===== src/design/lrps_pkg.sv =====
// ----------------------------------------------------------------------------
// lrps_pkg
// Types, widths and codes shared by the LED ring pattern sequencer files.
// ----------------------------------------------------------------------------
package lrps_pkg;

	// Ring size and derived widths
	localparam int NUM_LEDS  = 8;
	localparam int LED_W     = (NUM_LEDS > 1) ? $clog2(NUM_LEDS) : 1;
	localparam int LEDIDX_W  = 3;

	// Palette and colour widths
	localparam int PAL_DEPTH = 8;
	localparam int PAL_IDX_W = 3;
	localparam int CH_W      = 8;
	localparam int COLOR_W   = 3 * CH_W;

	// Timing counters
	localparam int TICK_W      = 13;
	localparam int HALF_W      = TICK_W - 1;
	localparam int MS_PER_TICK = 10;

	// Shared divider widths: dividend holds tick count times ten
	localparam int DIVD_W    = 17;
	localparam int DVS_W     = 16;
	localparam int DIV_CNT_W = $clog2(DIVD_W + 1);

	// Configuration register widths
	localparam int MODE_W   = 3;
	localparam int PERIOD_W = 16;
	localparam int CCNT_W   = 4;
	localparam int CFG_IDX_W = 2;
	localparam int CFG_VAL_W = 16;

	// Input item command codes
	localparam logic CMD_TICK = 1'b0;
	localparam logic CMD_LOAD = 1'b1;

	// Configuration register indexes
	typedef enum logic [CFG_IDX_W-1:0] {
		CFG_PATTERN_MODE = 2'd0,
		CFG_CYCLE_COLORS = 2'd1,
		CFG_PERIOD_MS    = 2'd2,
		CFG_COLOR_COUNT  = 2'd3
	} cfg_reg_t;

	// Pattern mode codes
	typedef enum logic [MODE_W-1:0] {
		MODE_ALL_ON       = 3'd0,
		MODE_BLINK        = 3'd1,
		MODE_WARNING      = 3'd2,
		MODE_CROSSED      = 3'd3,
		MODE_CIRCLE_LEFT  = 3'd4,
		MODE_CIRCLE_RIGHT = 3'd5
	} mode_t;

	// Channel words
	typedef struct packed {
		logic            command;
		logic            restart;
		logic [2:0]      entry_index;
		logic [CH_W-1:0] red_in;
		logic [CH_W-1:0] green_in;
		logic [CH_W-1:0] blue_in;
	} in_word_t;

	typedef struct packed {
		logic [LEDIDX_W-1:0] led_index;
		logic [CH_W-1:0]     red_out;
		logic [CH_W-1:0]     green_out;
		logic [CH_W-1:0]     blue_out;
		logic                last;
	} out_word_t;

	typedef struct packed {
		logic [CFG_IDX_W-1:0] index;
		logic [CFG_VAL_W-1:0] value;
	} cfg_word_t;

	// Divider request and response
	typedef struct packed {
		logic              start;
		logic [DIVD_W-1:0] dividend;
		logic [DVS_W-1:0]  divisor;
	} div_req_t;

	typedef struct packed {
		logic              done;
		logic [DIVD_W-1:0] quotient;
		logic [DVS_W-1:0]  remainder;
	} div_rsp_t;

endpackage


===== src/design/lrps_if.sv =====
// ----------------------------------------------------------------------------
// lrps channel interfaces
// Valid/ready channels for input items, result words and register writes.
// ----------------------------------------------------------------------------
interface lrps_in_if;
	import lrps_pkg::*;

	logic     valid;
	logic     ready;
	in_word_t data;

	modport source (output valid, output data, input ready);
	modport sink (input valid, input data, output ready);
endinterface

interface lrps_out_if;
	import lrps_pkg::*;

	logic      valid;
	logic      ready;
	out_word_t data;

	modport source (output valid, output data, input ready);
	modport sink (input valid, input data, output ready);
endinterface

interface lrps_cfg_if;
	import lrps_pkg::*;

	logic      valid;
	logic      ready;
	cfg_word_t data;

	modport source (output valid, output data, input ready);
	modport sink (input valid, input data, output ready);
endinterface


===== src/design/led_ring_pattern_sequencer_core.sv =====
// ----------------------------------------------------------------------------
// led_ring_pattern_sequencer_core
// Palette-driven pattern engine for a ring of LEDs, one colour word per change.
// ----------------------------------------------------------------------------
// A load word writes one palette entry and leaves the block in idle, so it
// is ready for the next item. A tick word updates the period counter in the
// S_STEPS state (period/10 by reciprocal multiply, period/NUM_LEDS by shift),
// then runs up to two divisions (tick*10 over period/NUM_LEDS, tick modulo
// the half period) through one shared bit-serial divider, skipping each
// division whose divisor, the circle divisor or the half period, is zero,
// then walks the ring one LED per cycle unless the result side holds off.
// No walk is made when no refresh is due. Only LEDs whose shown colour
// changes produce a result word, in ascending LED order, with last set on
// the final word of the tick. Input is refused from tick acceptance until
// its last word has been handed to the output register; register writes
// are always taken and belong in idle time.
module led_ring_pattern_sequencer_core (
	input  logic       clk,
	input  logic       arst_n,
	lrps_in_if.sink    item,
	lrps_out_if.source result,
	lrps_cfg_if.sink   cfg
);
	import lrps_pkg::*;

	localparam logic [LED_W-1:0] LED_LAST = LED_W'(NUM_LEDS - 1);
	localparam logic [LED_W-1:0] LED_HALF = LED_W'(NUM_LEDS / 2);

	// Divide by ten: multiply by ceil(2^19/10), exact for 16-bit periods
	localparam int          DIV10_W     = 17;
	localparam int          DIV10_SHIFT = 19;
	localparam int          RECIP_W     = PERIOD_W + DIV10_W;
	localparam logic [16:0] DIV10_MUL   = 17'd52429;

	typedef enum logic [3:0] {
		S_IDLE,
		S_STEPS,
		S_CDIV,
		S_STEP,
		S_HALF,
		S_REM,
		S_DECIDE,
		S_WALK,
		S_FLUSH
	} state_t;

	// Configuration registers
	logic [MODE_W-1:0]   mode_q;
	logic                cycle_q;
	logic [PERIOD_W-1:0] period_q;
	logic [CCNT_W-1:0]   ccnt_q;

	// Stores
	logic [COLOR_W-1:0] palette_q [PAL_DEPTH];
	logic [COLOR_W-1:0] shown_q [NUM_LEDS];

	// Sequencer state
	state_t             state_q;
	logic               restart_q;
	logic [TICK_W-1:0]  tick_q;
	logic [PAL_IDX_W-1:0] color_idx_q;
	logic [HALF_W-1:0]  half_q;
	logic               step_ok_q;
	logic [DIVD_W-1:0]  step_q;
	logic               rem_zero_q;
	logic [LED_W-1:0]   led_q;
	logic               pend_valid_q;
	out_word_t          pend_q;
	logic               out_valid_q;
	out_word_t          out_q;
	div_req_t           req_q;
	div_rsp_t           div_rsp;

	logic               item_acc;
	logic               out_free;
	logic [RECIP_W-1:0] recip_prod;
	logic [TICK_W-1:0]  steps_w;
	logic [DVS_W-1:0]   cdiv_w;
	logic [PAL_IDX_W-1:0] count_m1;
	logic [PAL_IDX_W-1:0] ci_base;
	logic [TICK_W-1:0]  tick_next;
	logic [PAL_IDX_W-1:0] ci_next;
	logic               first_half;
	logic               refresh;
	logic [LED_W-1:0]   led_nxt;
	logic [LED_W-1:0]   led_mir;
	logic [LED_W-1:0]   led_mirn;
	logic               lit;
	logic [PAL_IDX_W-1:0] pal_addr;
	logic [COLOR_W-1:0] target;
	logic               changed;
	logic               walk_go;
	logic               div_go;
	logic               out_load;
	out_word_t          new_word;

	assign item_acc     = item.valid && item.ready;
	assign item.ready   = (state_q == S_IDLE);
	assign cfg.ready    = 1'b1;
	assign result.valid = out_valid_q;
	assign result.data  = out_q;
	assign out_free     = !out_valid_q || result.ready;

	// Shared divider
	lrps_div u_div (
		.clk    (clk),
		.arst_n (arst_n),
		.req    (req_q),
		.rsp    (div_rsp)
	);

	// Register writes
	always_ff @(posedge clk or negedge arst_n) begin
		if (!arst_n) begin
			mode_q   <= MODE_ALL_ON;
			cycle_q  <= 1'b0;
			period_q <= '0;
			ccnt_q   <= CCNT_W'(PAL_DEPTH);
		end else if (cfg.valid && cfg.ready) begin
			case (cfg.data.index)
				CFG_PATTERN_MODE: mode_q   <= cfg.data.value[MODE_W-1:0];
				CFG_CYCLE_COLORS: cycle_q  <= cfg.data.value[0];
				CFG_PERIOD_MS:    period_q <= cfg.data.value[PERIOD_W-1:0];
				CFG_COLOR_COUNT:  ccnt_q   <= cfg.data.value[CCNT_W-1:0];
				default: ;
			endcase
		end
	end

	// Palette load
	always_ff @(posedge clk) begin
		if (item_acc && item.data.command == CMD_LOAD) begin
			palette_q[item.data.entry_index] <=
				{item.data.red_in, item.data.green_in, item.data.blue_in};
		end
	end

	// Period counter and colour index advance
	always_comb begin
		recip_prod = RECIP_W'(period_q) * RECIP_W'(DIV10_MUL);
		steps_w    = recip_prod[DIV10_SHIFT +: TICK_W];
		cdiv_w     = DVS_W'(period_q / NUM_LEDS);
		if (ccnt_q == '0) begin
			count_m1 = '0;
		end else if (ccnt_q > CCNT_W'(PAL_DEPTH)) begin
			count_m1 = PAL_IDX_W'(PAL_DEPTH - 1);
		end else begin
			count_m1 = PAL_IDX_W'(ccnt_q - 1'b1);
		end
		ci_base = restart_q ? '0 : color_idx_q;
		if (tick_q >= steps_w) begin
			tick_next = '0;
			ci_next   = (ci_base >= count_m1) ? '0 : ci_base + 1'b1;
		end else begin
			tick_next = tick_q + 1'b1;
			ci_next   = ci_base;
		end
	end

	// Refresh decision
	always_comb begin
		first_half = tick_q < TICK_W'(half_q);
		refresh = restart_q || (cycle_q && tick_q == '0) ||
			((mode_q == MODE_BLINK || mode_q == MODE_WARNING || mode_q == MODE_CROSSED) &&
			 half_q != '0 && rem_zero_q) ||
			mode_q == MODE_CIRCLE_LEFT || mode_q == MODE_CIRCLE_RIGHT;
	end

	// Lit test and target colour for the current LED
	always_comb begin
		led_nxt  = (led_q == LED_LAST) ? '0 : led_q + 1'b1;
		led_mir  = LED_LAST - led_q;
		led_mirn = LED_LAST - led_nxt;
		case (mode_q)
			MODE_ALL_ON:       lit = 1'b1;
			MODE_BLINK:        lit = first_half;
			MODE_WARNING:      lit = first_half ? (led_q >= LED_HALF) : (led_q < LED_HALF);
			MODE_CROSSED:      lit = first_half ? !led_q[0] : led_q[0];
			MODE_CIRCLE_LEFT:  lit = step_ok_q && (DIVD_W'(led_mir) == step_q ||
			                                      DIVD_W'(led_mirn) == step_q);
			MODE_CIRCLE_RIGHT: lit = step_ok_q && (DIVD_W'(led_q) == step_q ||
			                                      DIVD_W'(led_nxt) == step_q);
			default:           lit = 1'b0;
		endcase
		pal_addr = cycle_q ? color_idx_q : PAL_IDX_W'(led_q);
		target   = lit ? palette_q[pal_addr] : '0;
		changed  = shown_q[led_q] != target;
		walk_go  = !changed || !pend_valid_q || out_free;

		new_word.led_index = LEDIDX_W'(led_q);
		new_word.red_out   = target[3*CH_W-1:2*CH_W];
		new_word.green_out = target[2*CH_W-1:CH_W];
		new_word.blue_out  = target[CH_W-1:0];
		new_word.last      = 1'b0;
	end

	// Divider request and output register load
	always_comb begin
		div_go   = (state_q == S_CDIV && cdiv_w != '0) ||
			(state_q == S_HALF && half_q != '0);
		out_load = (state_q == S_WALK && walk_go && changed && pend_valid_q) ||
			(state_q == S_FLUSH && pend_valid_q && out_free);
	end

	// Sequencer: division passes, ring walk, output hand-off
	always_ff @(posedge clk or negedge arst_n) begin
		if (!arst_n) begin
			state_q      <= S_IDLE;
			restart_q    <= 1'b0;
			tick_q       <= '0;
			color_idx_q  <= '0;
			half_q       <= '0;
			step_ok_q    <= 1'b0;
			step_q       <= '0;
			rem_zero_q   <= 1'b0;
			led_q        <= '0;
			pend_valid_q <= 1'b0;
			pend_q       <= '0;
			out_valid_q  <= 1'b0;
			out_q        <= '0;
			req_q        <= '0;
			for (int i = 0; i < NUM_LEDS; i++) begin
				shown_q[i] <= '0;
			end
		end else begin
			req_q.start <= div_go;
			if (out_load) begin
				out_valid_q <= 1'b1;
			end else if (result.ready) begin
				out_valid_q <= 1'b0;
			end
			case (state_q)
				S_IDLE: begin
					if (item_acc && item.data.command == CMD_TICK) begin
						restart_q <= item.data.restart;
						state_q   <= S_STEPS;
					end
				end
				S_STEPS: begin
					tick_q      <= tick_next;
					color_idx_q <= ci_next;
					half_q      <= steps_w[TICK_W-1:1];
					state_q     <= S_CDIV;
				end
				S_CDIV: begin
					if (cdiv_w != '0) begin
						step_ok_q      <= 1'b1;
						req_q.dividend <= DIVD_W'(tick_q) * DIVD_W'(MS_PER_TICK);
						req_q.divisor  <= cdiv_w;
						state_q        <= S_STEP;
					end else begin
						step_ok_q <= 1'b0;
						state_q   <= S_HALF;
					end
				end
				S_STEP: begin
					if (div_rsp.done) begin
						step_q  <= div_rsp.quotient;
						state_q <= S_HALF;
					end
				end
				S_HALF: begin
					if (half_q != '0) begin
						req_q.dividend <= DIVD_W'(tick_q);
						req_q.divisor  <= DVS_W'(half_q);
						state_q        <= S_REM;
					end else begin
						rem_zero_q <= 1'b0;
						state_q    <= S_DECIDE;
					end
				end
				S_REM: begin
					if (div_rsp.done) begin
						rem_zero_q <= (div_rsp.remainder == '0);
						state_q    <= S_DECIDE;
					end
				end
				S_DECIDE: begin
					led_q   <= '0;
					state_q <= refresh ? S_WALK : S_IDLE;
				end
				S_WALK: begin
					// Hold a found change until the next one shows it is not the last
					if (walk_go) begin
						if (changed) begin
							shown_q[led_q] <= target;
							pend_q         <= new_word;
							pend_valid_q   <= 1'b1;
							if (pend_valid_q) begin
								out_q <= pend_q;
							end
						end
						if (led_q == LED_LAST) begin
							state_q <= S_FLUSH;
						end else begin
							led_q <= led_q + 1'b1;
						end
					end
				end
				S_FLUSH: begin
					// Drop the held change out as the final word of the tick
					if (!pend_valid_q) begin
						state_q <= S_IDLE;
					end else if (out_free) begin
						out_q <= '{led_index: pend_q.led_index,
							red_out: pend_q.red_out,
							green_out: pend_q.green_out,
							blue_out: pend_q.blue_out,
							last: 1'b1};
						pend_valid_q <= 1'b0;
						state_q      <= S_IDLE;
					end
				end
				default: state_q <= S_IDLE;
			endcase
		end
	end

endmodule


===== src/design/lrps_div.sv =====
// ----------------------------------------------------------------------------
// lrps_div
// Shared restoring divider, one quotient bit per cycle, done pulse at the end.
// ----------------------------------------------------------------------------
module lrps_div (
	input  logic               clk,
	input  logic               arst_n,
	input  lrps_pkg::div_req_t req,
	output lrps_pkg::div_rsp_t rsp
);
	import lrps_pkg::*;

	logic                 busy_q;
	logic                 done_q;
	logic [DIV_CNT_W-1:0] cnt_q;
	logic [DIVD_W-1:0]    quo_q;
	logic [DVS_W-1:0]     rem_q;
	logic [DVS_W-1:0]     dvs_q;

	logic [DVS_W:0] trial;
	logic [DVS_W:0] diff;
	logic           fits;

	// Trial subtract of the shifted partial remainder
	always_comb begin
		trial = {rem_q, quo_q[DIVD_W-1]};
		diff  = trial - {1'b0, dvs_q};
		fits  = trial >= {1'b0, dvs_q};
	end

	// Iterate over the dividend bits, MSB first
	always_ff @(posedge clk or negedge arst_n) begin
		if (!arst_n) begin
			busy_q <= 1'b0;
			done_q <= 1'b0;
			cnt_q  <= '0;
		end else begin
			done_q <= !req.start && busy_q && (cnt_q == DIV_CNT_W'(1));
			if (req.start) begin
				busy_q <= 1'b1;
				cnt_q  <= DIV_CNT_W'(DIVD_W);
			end else if (busy_q) begin
				cnt_q <= cnt_q - 1'b1;
				if (cnt_q == DIV_CNT_W'(1)) begin
					busy_q <= 1'b0;
				end
			end
		end
	end

	// Datapath registers, no reset needed
	always_ff @(posedge clk) begin
		if (req.start) begin
			quo_q <= req.dividend;
			rem_q <= '0;
			dvs_q <= req.divisor;
		end else if (busy_q) begin
			rem_q <= fits ? diff[DVS_W-1:0] : trial[DVS_W-1:0];
			quo_q <= {quo_q[DIVD_W-2:0], fits};
		end
	end

	assign rsp.done      = done_q;
	assign rsp.quotient  = quo_q;
	assign rsp.remainder = rem_q;

endmodule


===== src/flat_wrapper.sv =====
// flat-port wrapper written by rule: the top's interface ports become plain ports
module led_ring_pattern_sequencer_core_flat import lrps_pkg::*;
  (clk, arst_n, item_valid, item_data, item_ready, result_valid, result_data, result_ready, cfg_valid, cfg_data, cfg_ready);
  lrps_in_if item_i ();
  lrps_out_if result_i ();
  lrps_cfg_if cfg_i ();
  input  logic clk;
  input  logic arst_n;
  input wire logic [$bits(item_i.valid)-1:0] item_valid;
  input wire logic [$bits(item_i.data)-1:0] item_data;
  output wire logic [$bits(item_i.ready)-1:0] item_ready;
  output wire logic [$bits(result_i.valid)-1:0] result_valid;
  output wire logic [$bits(result_i.data)-1:0] result_data;
  input wire logic [$bits(result_i.ready)-1:0] result_ready;
  input wire logic [$bits(cfg_i.valid)-1:0] cfg_valid;
  input wire logic [$bits(cfg_i.data)-1:0] cfg_data;
  output wire logic [$bits(cfg_i.ready)-1:0] cfg_ready;
  assign item_i.valid = item_valid;
  assign item_i.data = item_data;
  assign item_ready = item_i.ready;
  assign result_valid = result_i.valid;
  assign result_data = result_i.data;
  assign result_i.ready = result_ready;
  assign cfg_i.valid = cfg_valid;
  assign cfg_i.data = cfg_data;
  assign cfg_ready = cfg_i.ready;
  led_ring_pattern_sequencer_core u_core (.clk(clk), .arst_n(arst_n), .item(item_i), .result(result_i), .cfg(cfg_i));
endmodule

===== config.mk =====
export PLATFORM = sky130hd
export DESIGN_NAME = led_ring_pattern_sequencer_core_flat
export DESIGN_NICKNAME = d
export VERILOG_FILES = /design/src/design/lrps_pkg.sv /design/src/design/lrps_if.sv /design/src/design/led_ring_pattern_sequencer_core.sv /design/src/design/lrps_div.sv /design/src/flat_wrapper.sv
export SDC_FILE = /design/constraint.sdc
export NUM_CORES = 1
export LEC_CHECK = 0
export ABC_AREA = 1
export BUFFER_PORTS_ARGS = -buffer_cell sky130_fd_sc_hd__buf_2
export CORE_MARGIN = 5
export CORE_UTILIZATION = 35
export CTS_CLUSTER_SIZE = 25
export DETAILED_ROUTE_END_ITERATION = 8
export HOLD_SLACK_MARGIN = 0.08
export SYNTH_ARGS = -nofsm -noshare
export SYNTH_HDL_FRONTEND = slang
export SYNTH_HIERARCHICAL = 1
export SYNTH_SLANG_ARGS = --single-unit

===== constraint.sdc =====
create_clock -name clk -period 7 [get_ports clk]
set_clock_uncertainty 0.1 [all_clocks]
set_input_delay 2.1 -clock clk [delete_from_list [all_inputs] [get_ports clk]]
set_output_delay 2.1 -clock clk [all_outputs]
set_load 0.005 [all_outputs]

==> results summary, run 1 <==
The flow ran to the end, and the final reports show no timing, DRC or antenna violations. STA classifies the critical path endpoint as a flop. The final hold slack is 345 ps. The nature of the critical path startpoint is a flop.

The critical path in this run is classified as flop to flop. The worst path required time came out at 7400 ps. The largest net degree at the start of global routing came out at 159. The number of enable flip-flop cells after synthesis came out at 225.

The total half-perimeter wirelength after legalization and detailed placement is 57.9 mm. The die covers 0.101 mm². The synthesis-stage register bit count is 607. Counting tap cells, the placed design contains a total of 4860 instances. Routability-driven placement finished with a final weighted congestion of 0.895.

Summed over all failing endpoints, the final setup total negative slack is 0 ps. The detailed router used layers up to and including met5. The via count of the first global-routing pass came out at 23927. The filler cell count in the final layout is 9474.

Summed over all nets, wire length on met2 after detailed routing comes to 37.5 mm. TritonCTS built the clock tree. During I/O placement, the number of pins put on the boundary was 83. The total vias in the final route came out at 24493.

The area growth from synthesis to layout is 11.7%. The clock net in this run drives a total of 607 sinks. The routed design uses 4.96 mm of met3 wire. The setup slack on the worst flop-to-flop path came out at 440 ps. STA puts the critical path data arrival time at 6970 ps. Global routing used 16.5% of the available tracks across all layers.

The number of distinct library cell variants in the gate-level netlist after synthesis is 60. The number of max-cap violations is 0. The clock reaches the later pin of the worst-skew pair after 610 ps. The count of mapped cells out of synthesis is 3614. The number of antenna violations at the first check in global routing is 10.

The library cells used most frequently in the layout, excluding fill and tap cells, are nand2_1 (799), dfrtp_1 (363), nor2_1 (359), inv_1 (354), o21ai_0 (309). The finished layout holds 4984 standard cells, fillers aside. The region available for standard cell placement spans 0.0946 mm². The remaining global-route overflow is 0. The relative slew slack came out at 25.7%.

The clock tree buffer depth is 3. In this run the worst hold path is classified as flop to flop. In the final layout, the multi-input gates occupy 0.0149 mm². The met1 wire length is 40.6 mm.

The first global-routing pass estimated 136 mm of wire. The number of levels in the clock H-tree is 3. The share of cells above drive strength 1 is 9.63%. The residual DRC count came out at 0. Of all flip-flops after synthesis, the portion carrying an async set or reset was 60.3%. The clock-pin slew on the worst setup and hold paths came out at 60 ps. Dividing the detail-routed via count by the number of cells gives 4.91. At the pin with the least slew margin, the transition time is 1110 ps.

The number of synthesis warnings came out at 6. The die is 318 µm tall. The final layout contains 4008 nets. Static timing analysis puts the maximum clock frequency at 152 MHz.

The count of final max-slew check failures is 0. The count of input and output buffers is 81. The mean area per synthesized cell came out at 9.20 µm². The sequential fraction of the synthesis area came out at 48.9%. The root buffer cell chosen for the clock tree is clkbuf_16. The number of DRC markers after the initial detailed-route iteration came out at 1869. After detailed routing, the total wire length is 84.7 mm. The number of core rows is 113.

Registers take 0.0162 mm². The most used flip-flop cell after synthesis is dfrtp_1. The synthesized area came out at 0.0332 mm². Of the available clock period, the critical path in the final layout requires 93.8%.

The number of search-and-repair iterations in the first detailed-routing pass came out at 6. The total CTS buffers came out at 66. Leaving out fill and tap cells, the most frequent cell in the layout is nand2_1. The number of nets with antenna violations after routing is 0.

The starting density of the core came out at 35.1%. The horizontal extent of the die is 318 µm. In this run the worst path has a maximum fanout of 6.

For the finished layout, the period the worst path requires is 6560 ps. The final number of hold-violating endpoints came out at 0. The utilization after layout came out at 39.2%.

The final setup violation count came out at 0. The detail-routed net length per standard cell came out at 17.0 µm.
[state kept, by name, indices dropped and copies added, names as in the netlist, 3 cells and up]
signal,cells
u_core/step_q,17
u_core/half_q,12
u_core/state_q,4
u_core/pend_q,27
u_core/color_idx_q,3
u_core/ccnt_q,4
u_core/shown_q,192
u_core/u_div/dvs_q,16
u_core/palette_q,192
u_core/req_q,31
u_core/mode_q,3
u_core/result.data,28
u_core/led_q,3
u_core/u_div/rem_q,16
u_core/u_div/cnt_q,5
u_core/tick_q,13
u_core/u_div/quo_q,17
u_core/period_q,16
[synth_stat cells (3+ instances only)]
library cell	count	share of area (%)
a31oi_1	23	0.43
o21ai_1	152	2.3
nand2_2	18	0.34
nand3_2	3	0.090
o21ai_0	315	4.7
buf_6	24	0.81
o211a_1	3	0.090
ha_1	209	7.9
nand3b_1	29	0.66
nand2_1	803	9.1
fa_1	82	4.9
clkbuf_1	63	0.71
o221ai_1	3	0.079
nand4_2	8	0.30
nand4_1	25	0.47
or2_2	30	0.56
mux2_2	15	0.51
a32o_1	3	0.090
o31ai_1	4	0.090
a21o_1	3	0.068
buf_2	46	0.69
nor3_1	27	0.41
dfxtp_1	16	0.96
o211ai_1	29	0.66
inv_2	6	0.068
dfrtp_1	365	27
nor2_1	359	4.1
xnor2_1	19	0.50
o22a_1	13	0.34
nor3b_1	4	0.090
o2111ai_1	21	0.55
edfxtp_1	225	20
o21a_1	4	0.090
buf_4	21	0.47
o21ai_2	6	0.16
o22ai_1	22	0.41
xor2_1	22	0.58
nand3_1	126	1.9
inv_1	354	4.0
nor4_1	11	0.21
a21oi_1	75	1.1
buf_1	3	0.034
[cell type report]
class                           instances  area share, %
Antenna cell                           10         0.0674
Clock buffer                           87           4.85
Clock inverter                         25          0.823
Inverter                              362           3.67
Multi-Input combinational cell       2490           40.1
Sequential cell                       607           43.8
Tap cell                             1265           4.26
Timing Repair Buffer                  138           2.47
[cell families after synthesis]
group / after synthesis / synth area share (%)
simple gates: 1453 / 18.4
compound gates: 686 / 11.5
flops: 607 / 48.9
buf+inv: 519 / 6.81
fa+ha+maj: 291 / 12.8
xor+xnor: 41 / 1.08
mux: 15 / 0.508
other cells: 2 / 0.0226
[metal layers]
metal  up-vias  global-route usage, %
met5         -                      0
met4         4                   4.24
met3       111                   3.23
met2       524                   25.7
met1     11683                   23.7
li1      12171                      -
[critical path: stages, from the launching register on]
cell     delay, ps
dfrtp_1        450
ha_1           410
xor2_1         170
ha_1           310
fa_1           520
fa_1           520
fa_1           540
inv_1           50
fa_1           530
inv_1           40
ha_1           330
a21oi_1        210
o21ai_2         90
a21oi_2        140
o21ai_1        100
a21oi_1        210
o21ai_1        100
xor2_1         170
ha_1           330
a21oi_1        150
o21ai_0        120
nand2_1         80
o211a_1        150
nand3_2        100
buf_4          170
and3_1         150
o32ai_2        230
[repair_timing]
action | 4_1_cts | 5_1_grt
hold endpoints to repair | 0 | 0
resized for setup | 0 | 29
hold buffers | 0 | 0
buffers inserted | 0 | 2
endpoints found under the setup margin | 0 | 16
[final timing paths]
| check | start | endpoint | depth (start not counted) |
|---|---|---|---|
| worst max-delay path | u_core/period_q[1]$_DFFE_PN0P_ | u_core/color_idx_q[2]$_DFFE_PN0P_ | 26 |
| worst min-delay path | u_core/req_q[10]$_DFFE_PN0P_ | u_core/u_div/dvs_q[10]$_DFFE_PP_ | 0 |
| worst max register to register | u_core/period_q[1]$_DFFE_PN0P_ | u_core/color_idx_q[2]$_DFFE_PN0P_ | 26 |
| worst min register to register | u_core/req_q[10]$_DFFE_PN0P_ | u_core/u_div/dvs_q[10]$_DFFE_PP_ | 0 |
| max in group asynchronous | arst_n | u_core/mode_q[0]$_DFFE_PN0P_ | 2 |
| min in group asynchronous | arst_n | u_core/result.data[10]$_DFFE_PN0P_ | 1 |
[metrics by stage]
| step | worst slack (ps) | instance area (µm²) |
|---|---|---|
| after floorplan | 510 | 33200 |
| after global placement | 132 | 34900 |
| after detailed placement | 65.7 | 34900 |
| after CTS | 2.70 | 37000 |
| after global routing | -51.3 | 37100 |
| final | 435 | 37100 |
Power of run 1 is not shown: default switching activity piles up to over one toggle a cycle in this logic, so the estimate is an artifact.
==> run 2: changes to the inputs <==
--- a/config.mk
+++ b/config.mk
@@ -12,6 +12,7 @@
 export CTS_CLUSTER_SIZE = 25
 export DETAILED_ROUTE_END_ITERATION = 8
 export HOLD_SLACK_MARGIN = 0.08
+export MAX_ROUTING_LAYER = met4
 export SYNTH_ARGS = -nofsm -noshare
 export SYNTH_HDL_FRONTEND = slang
 export SYNTH_HIERARCHICAL = 1
==> run 2 against run 1 <==
Final cell count grew 0.10%; die area is the same; sequential cell count did not move; worst setup slack got worse by 90 ps; core utilization is 0.082 points higher; largest cell class unchanged; global-route usage is 0.46 points higher; sequential share of layout area fell by 0.074 points; non-clock buffer count decreased by 2.
==> results summary, run 2 (synthesis results as in run 1) <==
The type of the worst setup path is flop to flop (unchanged). The total half-perimeter wirelength after legalization and detailed placement came to 57.7 mm (was 57.9 mm). The slew of the pin with the lowest slew margin is 1100 ps (was 1110 ps). Top library cells by usage in the layout, fill and taps aside: nand2_1 (800), nor2_1 (359), dfrtp_1 (358), inv_1 (354), o21ai_0 (310) (was nand2_1 (799), dfrtp_1 (363), nor2_1 (359), inv_1 (354), o21ai_0 (309)). The relative slew slack is 26.2% (was 25.7%).

The detail-routed net length per standard cell is 17.2 µm (was 17.0 µm). The endpoint of the worst hold-timing path is u_core/u_div/dvs_q[5]$_DFFE_PP_ (was u_core/u_div/dvs_q[10]$_DFFE_PP_). The most common library cell in the layout ignoring fill and taps is nand2_1 (unchanged).

The overall routed net length came to 85.6 mm (was 84.7 mm). The class of the most critical hold timing path is flop to flop (unchanged). The instance count after placement with tap cells included came out at 4858 (was 4860). The clock network latency to the later pin of the worst-skew pair is 630 ps (was 610 ps). The all-layer global routing usage is 17.0% (was 16.5%).

The clock root buffer is clkbuf_16 (unchanged). The number of search-and-repair iterations in the first detailed-routing pass was 6 (unchanged). The global-route wire length before repair is 135 mm (was 136 mm). The total CTS buffers came out at 68 (was 66). The achievable frequency is 150 MHz (was 152 MHz). The height of the chip is 318 µm (unchanged).

The clock-pin slew on the worst setup and hold paths is 60 ps (about the same). The critical path arrival came out at 7040 ps (was 6970 ps). The number of cells traversed by the worst hold path was 0 (unchanged).

Result of the run: complete, no violations (unchanged). The horizontal extent of the die is 318 µm (unchanged). The filler cell count in the final layout came out at 9435 (was 9474). The final number of hold-violating endpoints came to 0 (unchanged).

The origin of the critical flop-to-flop path is u_core/period_q[7]$_DFFE_PN0P_ (was u_core/period_q[1]$_DFFE_PN0P_). The total clock sinks came out at 607 (unchanged). The count of final max-slew check failures is 0 (unchanged). The global placement routability congestion came out at 0.921 (was 0.895). The I/O pin total came out at 83 (unchanged).

The area used by multi-input combinational logic was 0.0149 mm² (about the same). The number of levels in the clock H-tree was 3 (unchanged). Registers with the highest flip-flop counts: u_core/palette_q: 192 flops, u_core/shown_q: 192 flops, u_core/req_q: 31 flops (unchanged).

The nature of the critical path startpoint is a flop (unchanged). The signed area change from the synthesized netlist to the final layout is 11.9% (was 11.7%). The total area of sequential cells came to 0.0162 mm² (about the same). The number of nets in the layout is 4009 (was 4008). The number of max-cap violations is 0 (unchanged). The overall die area came out at 0.101 mm² (unchanged).

Counting stages on the worst path, the most repeated cell is fa_1. The number of nets with antenna violations after routing is 0 (unchanged). The maximum net fanout on the critical path came out at 4 (was 6). The total vias in the final route came out at 24636 (was 24493).

The via count of the first global-routing pass came out at 23530 (was 23927). The worst path required time is 7390 ps (was 7400 ps). The starting density of the core is 35.1% (unchanged). The share of cells above drive strength 1 was 9.74% (was 9.63%). The number of core rows is 113 (unchanged). The clock tree buffer depth came out at 3 (unchanged).

The post-route clock period utilization is 95.1% (was 93.8%). The kind of end point of the critical path was a flop (unchanged). The number of antenna violations at the first check in global routing came out at 10 (unchanged). The cell depth of the worst flop-to-flop path came to 26 (unchanged). The number of DRC markers after the initial detailed-route iteration is 2057 (was 1869). The final cell count without fillers came out at 4989 (was 4984). The core outline area is 0.0946 mm² (unchanged). The TritonCTS clock tree was yes (unchanged). The start point of the worst min-delay path was u_core/req_q[5]$_DFFE_PN0P_ (was u_core/req_q[10]$_DFFE_PN0P_). The critical register-to-register path endpoint is u_core/color_idx_q[2]$_DFFE_PN0P_ (unchanged). The per-cell via count in the routed design is 4.94 (was 4.91). The residual DRC count is 0 (unchanged). The largest net degree at the start of global routing is 126 (was 159). The final setup TNS is 0 ps (unchanged). The setup slack on the worst flop-to-flop path is 350 ps (was 440 ps). The critical path's slowest cell is fa_1 (unchanged). The final setup violation count is 0 (unchanged). The largest stage delay on the critical path is 550 ps (was 540 ps).

The remaining global-route overflow is 0 (unchanged). The count of input and output buffers is 81 (unchanged). The final period demand of the worst path is 6650 ps (was 6560 ps).
run 2: cell types whose count changed in the layout (fill, tap and decap cells not counted), sizes merged:
cell	delta
buf	-2
clkinv	+2
diode	-2
clkbuf	+6
clkinvlp	+1
run 2: worst max path at each step:
stage / startpoint / endpoint / slack (ps) / depth (start not counted)
global placement: u_core/period_q[7]$_DFFE_PN0P_ / u_core/tick_q[3]$_DFFE_PN0P_ / 140 / 30
detailed placement: u_core/period_q[7]$_DFFE_PN0P_ / u_core/tick_q[10]$_DFFE_PN0P_ / 40 / 30
floorplan: u_core/period_q[6]$_DFFE_PN0P_ / u_core/tick_q[10]$_DFFE_PN0P_ / 510 / 27
global route: u_core/period_q[7]$_DFFE_PN0P_ / u_core/color_idx_q[2]$_DFFE_PN0P_ / -20 / 26
finish: u_core/period_q[7]$_DFFE_PN0P_ / u_core/color_idx_q[2]$_DFFE_PN0P_ / 350 / 26
CTS: u_core/period_q[7]$_DFFE_PN0P_ / u_core/color_idx_q[1]$_DFFE_PN0P_ / 40 / 30
run 2: metrics by stage:
step	cell area [µm²]	setup slack [ps]	hold slack, ps	util (%)
floorplan	33200	510	325	-
finish	37200	346	346	39.3
global placement	34900	136	330	36.9
CTS	37000	40.4	349	39.2
detailed placement	34900	42.5	335	36.9
global route	37200	-16.0	362	39.3
run 2: repair_timing:
| action | CTS | global route |
|---|---|---|
| hold buffers | 0 | 0 |
| resized for setup | 0 | 32 |
| setup endpoints to repair | 0 | 16 |
| setup buffers | 0 | 2 |
run 2: layout make-up:
type / count / share of cell area [%]
diodes: 8 / 0.0538
inverters: 362 / 3.67
multi-input cells: 2490 / 40.0
repair inverters: 1 / 0.0135
clock inverters: 27 / 0.895
repair buffers: 136 / 2.43
well taps: 1265 / 4.26
flip-flops and latches: 607 / 43.7
clock buffers: 93 / 4.97
run 2: layer usage:
| layer | GRT usage (%) | part of all wire (%) | vias up |
|---|---|---|---|
| li1 | - | - | 12162 |
| met1 | 24.2 | 48 | 11806 |
| met2 | 25.6 | 44 | 560 |
| met3 | 2.60 | 5.5 | 108 |
| met4 | 4.27 | 1.9 | 0 |
| met5 | - | 0 | - |
run 2: worst max-delay path: cells and delay by family (launching register included):
family	cells	cell delay (ps)
adder cells (fa/ha/maj)	8	3580
AO/OA/AOI/OAI	9	1390
buffers and inverters	5	570
flip-flops	1	410
AND/OR/NAND/NOR	3	350
XOR/XNOR	1	140
Power of run 2 is left out for the same reason.
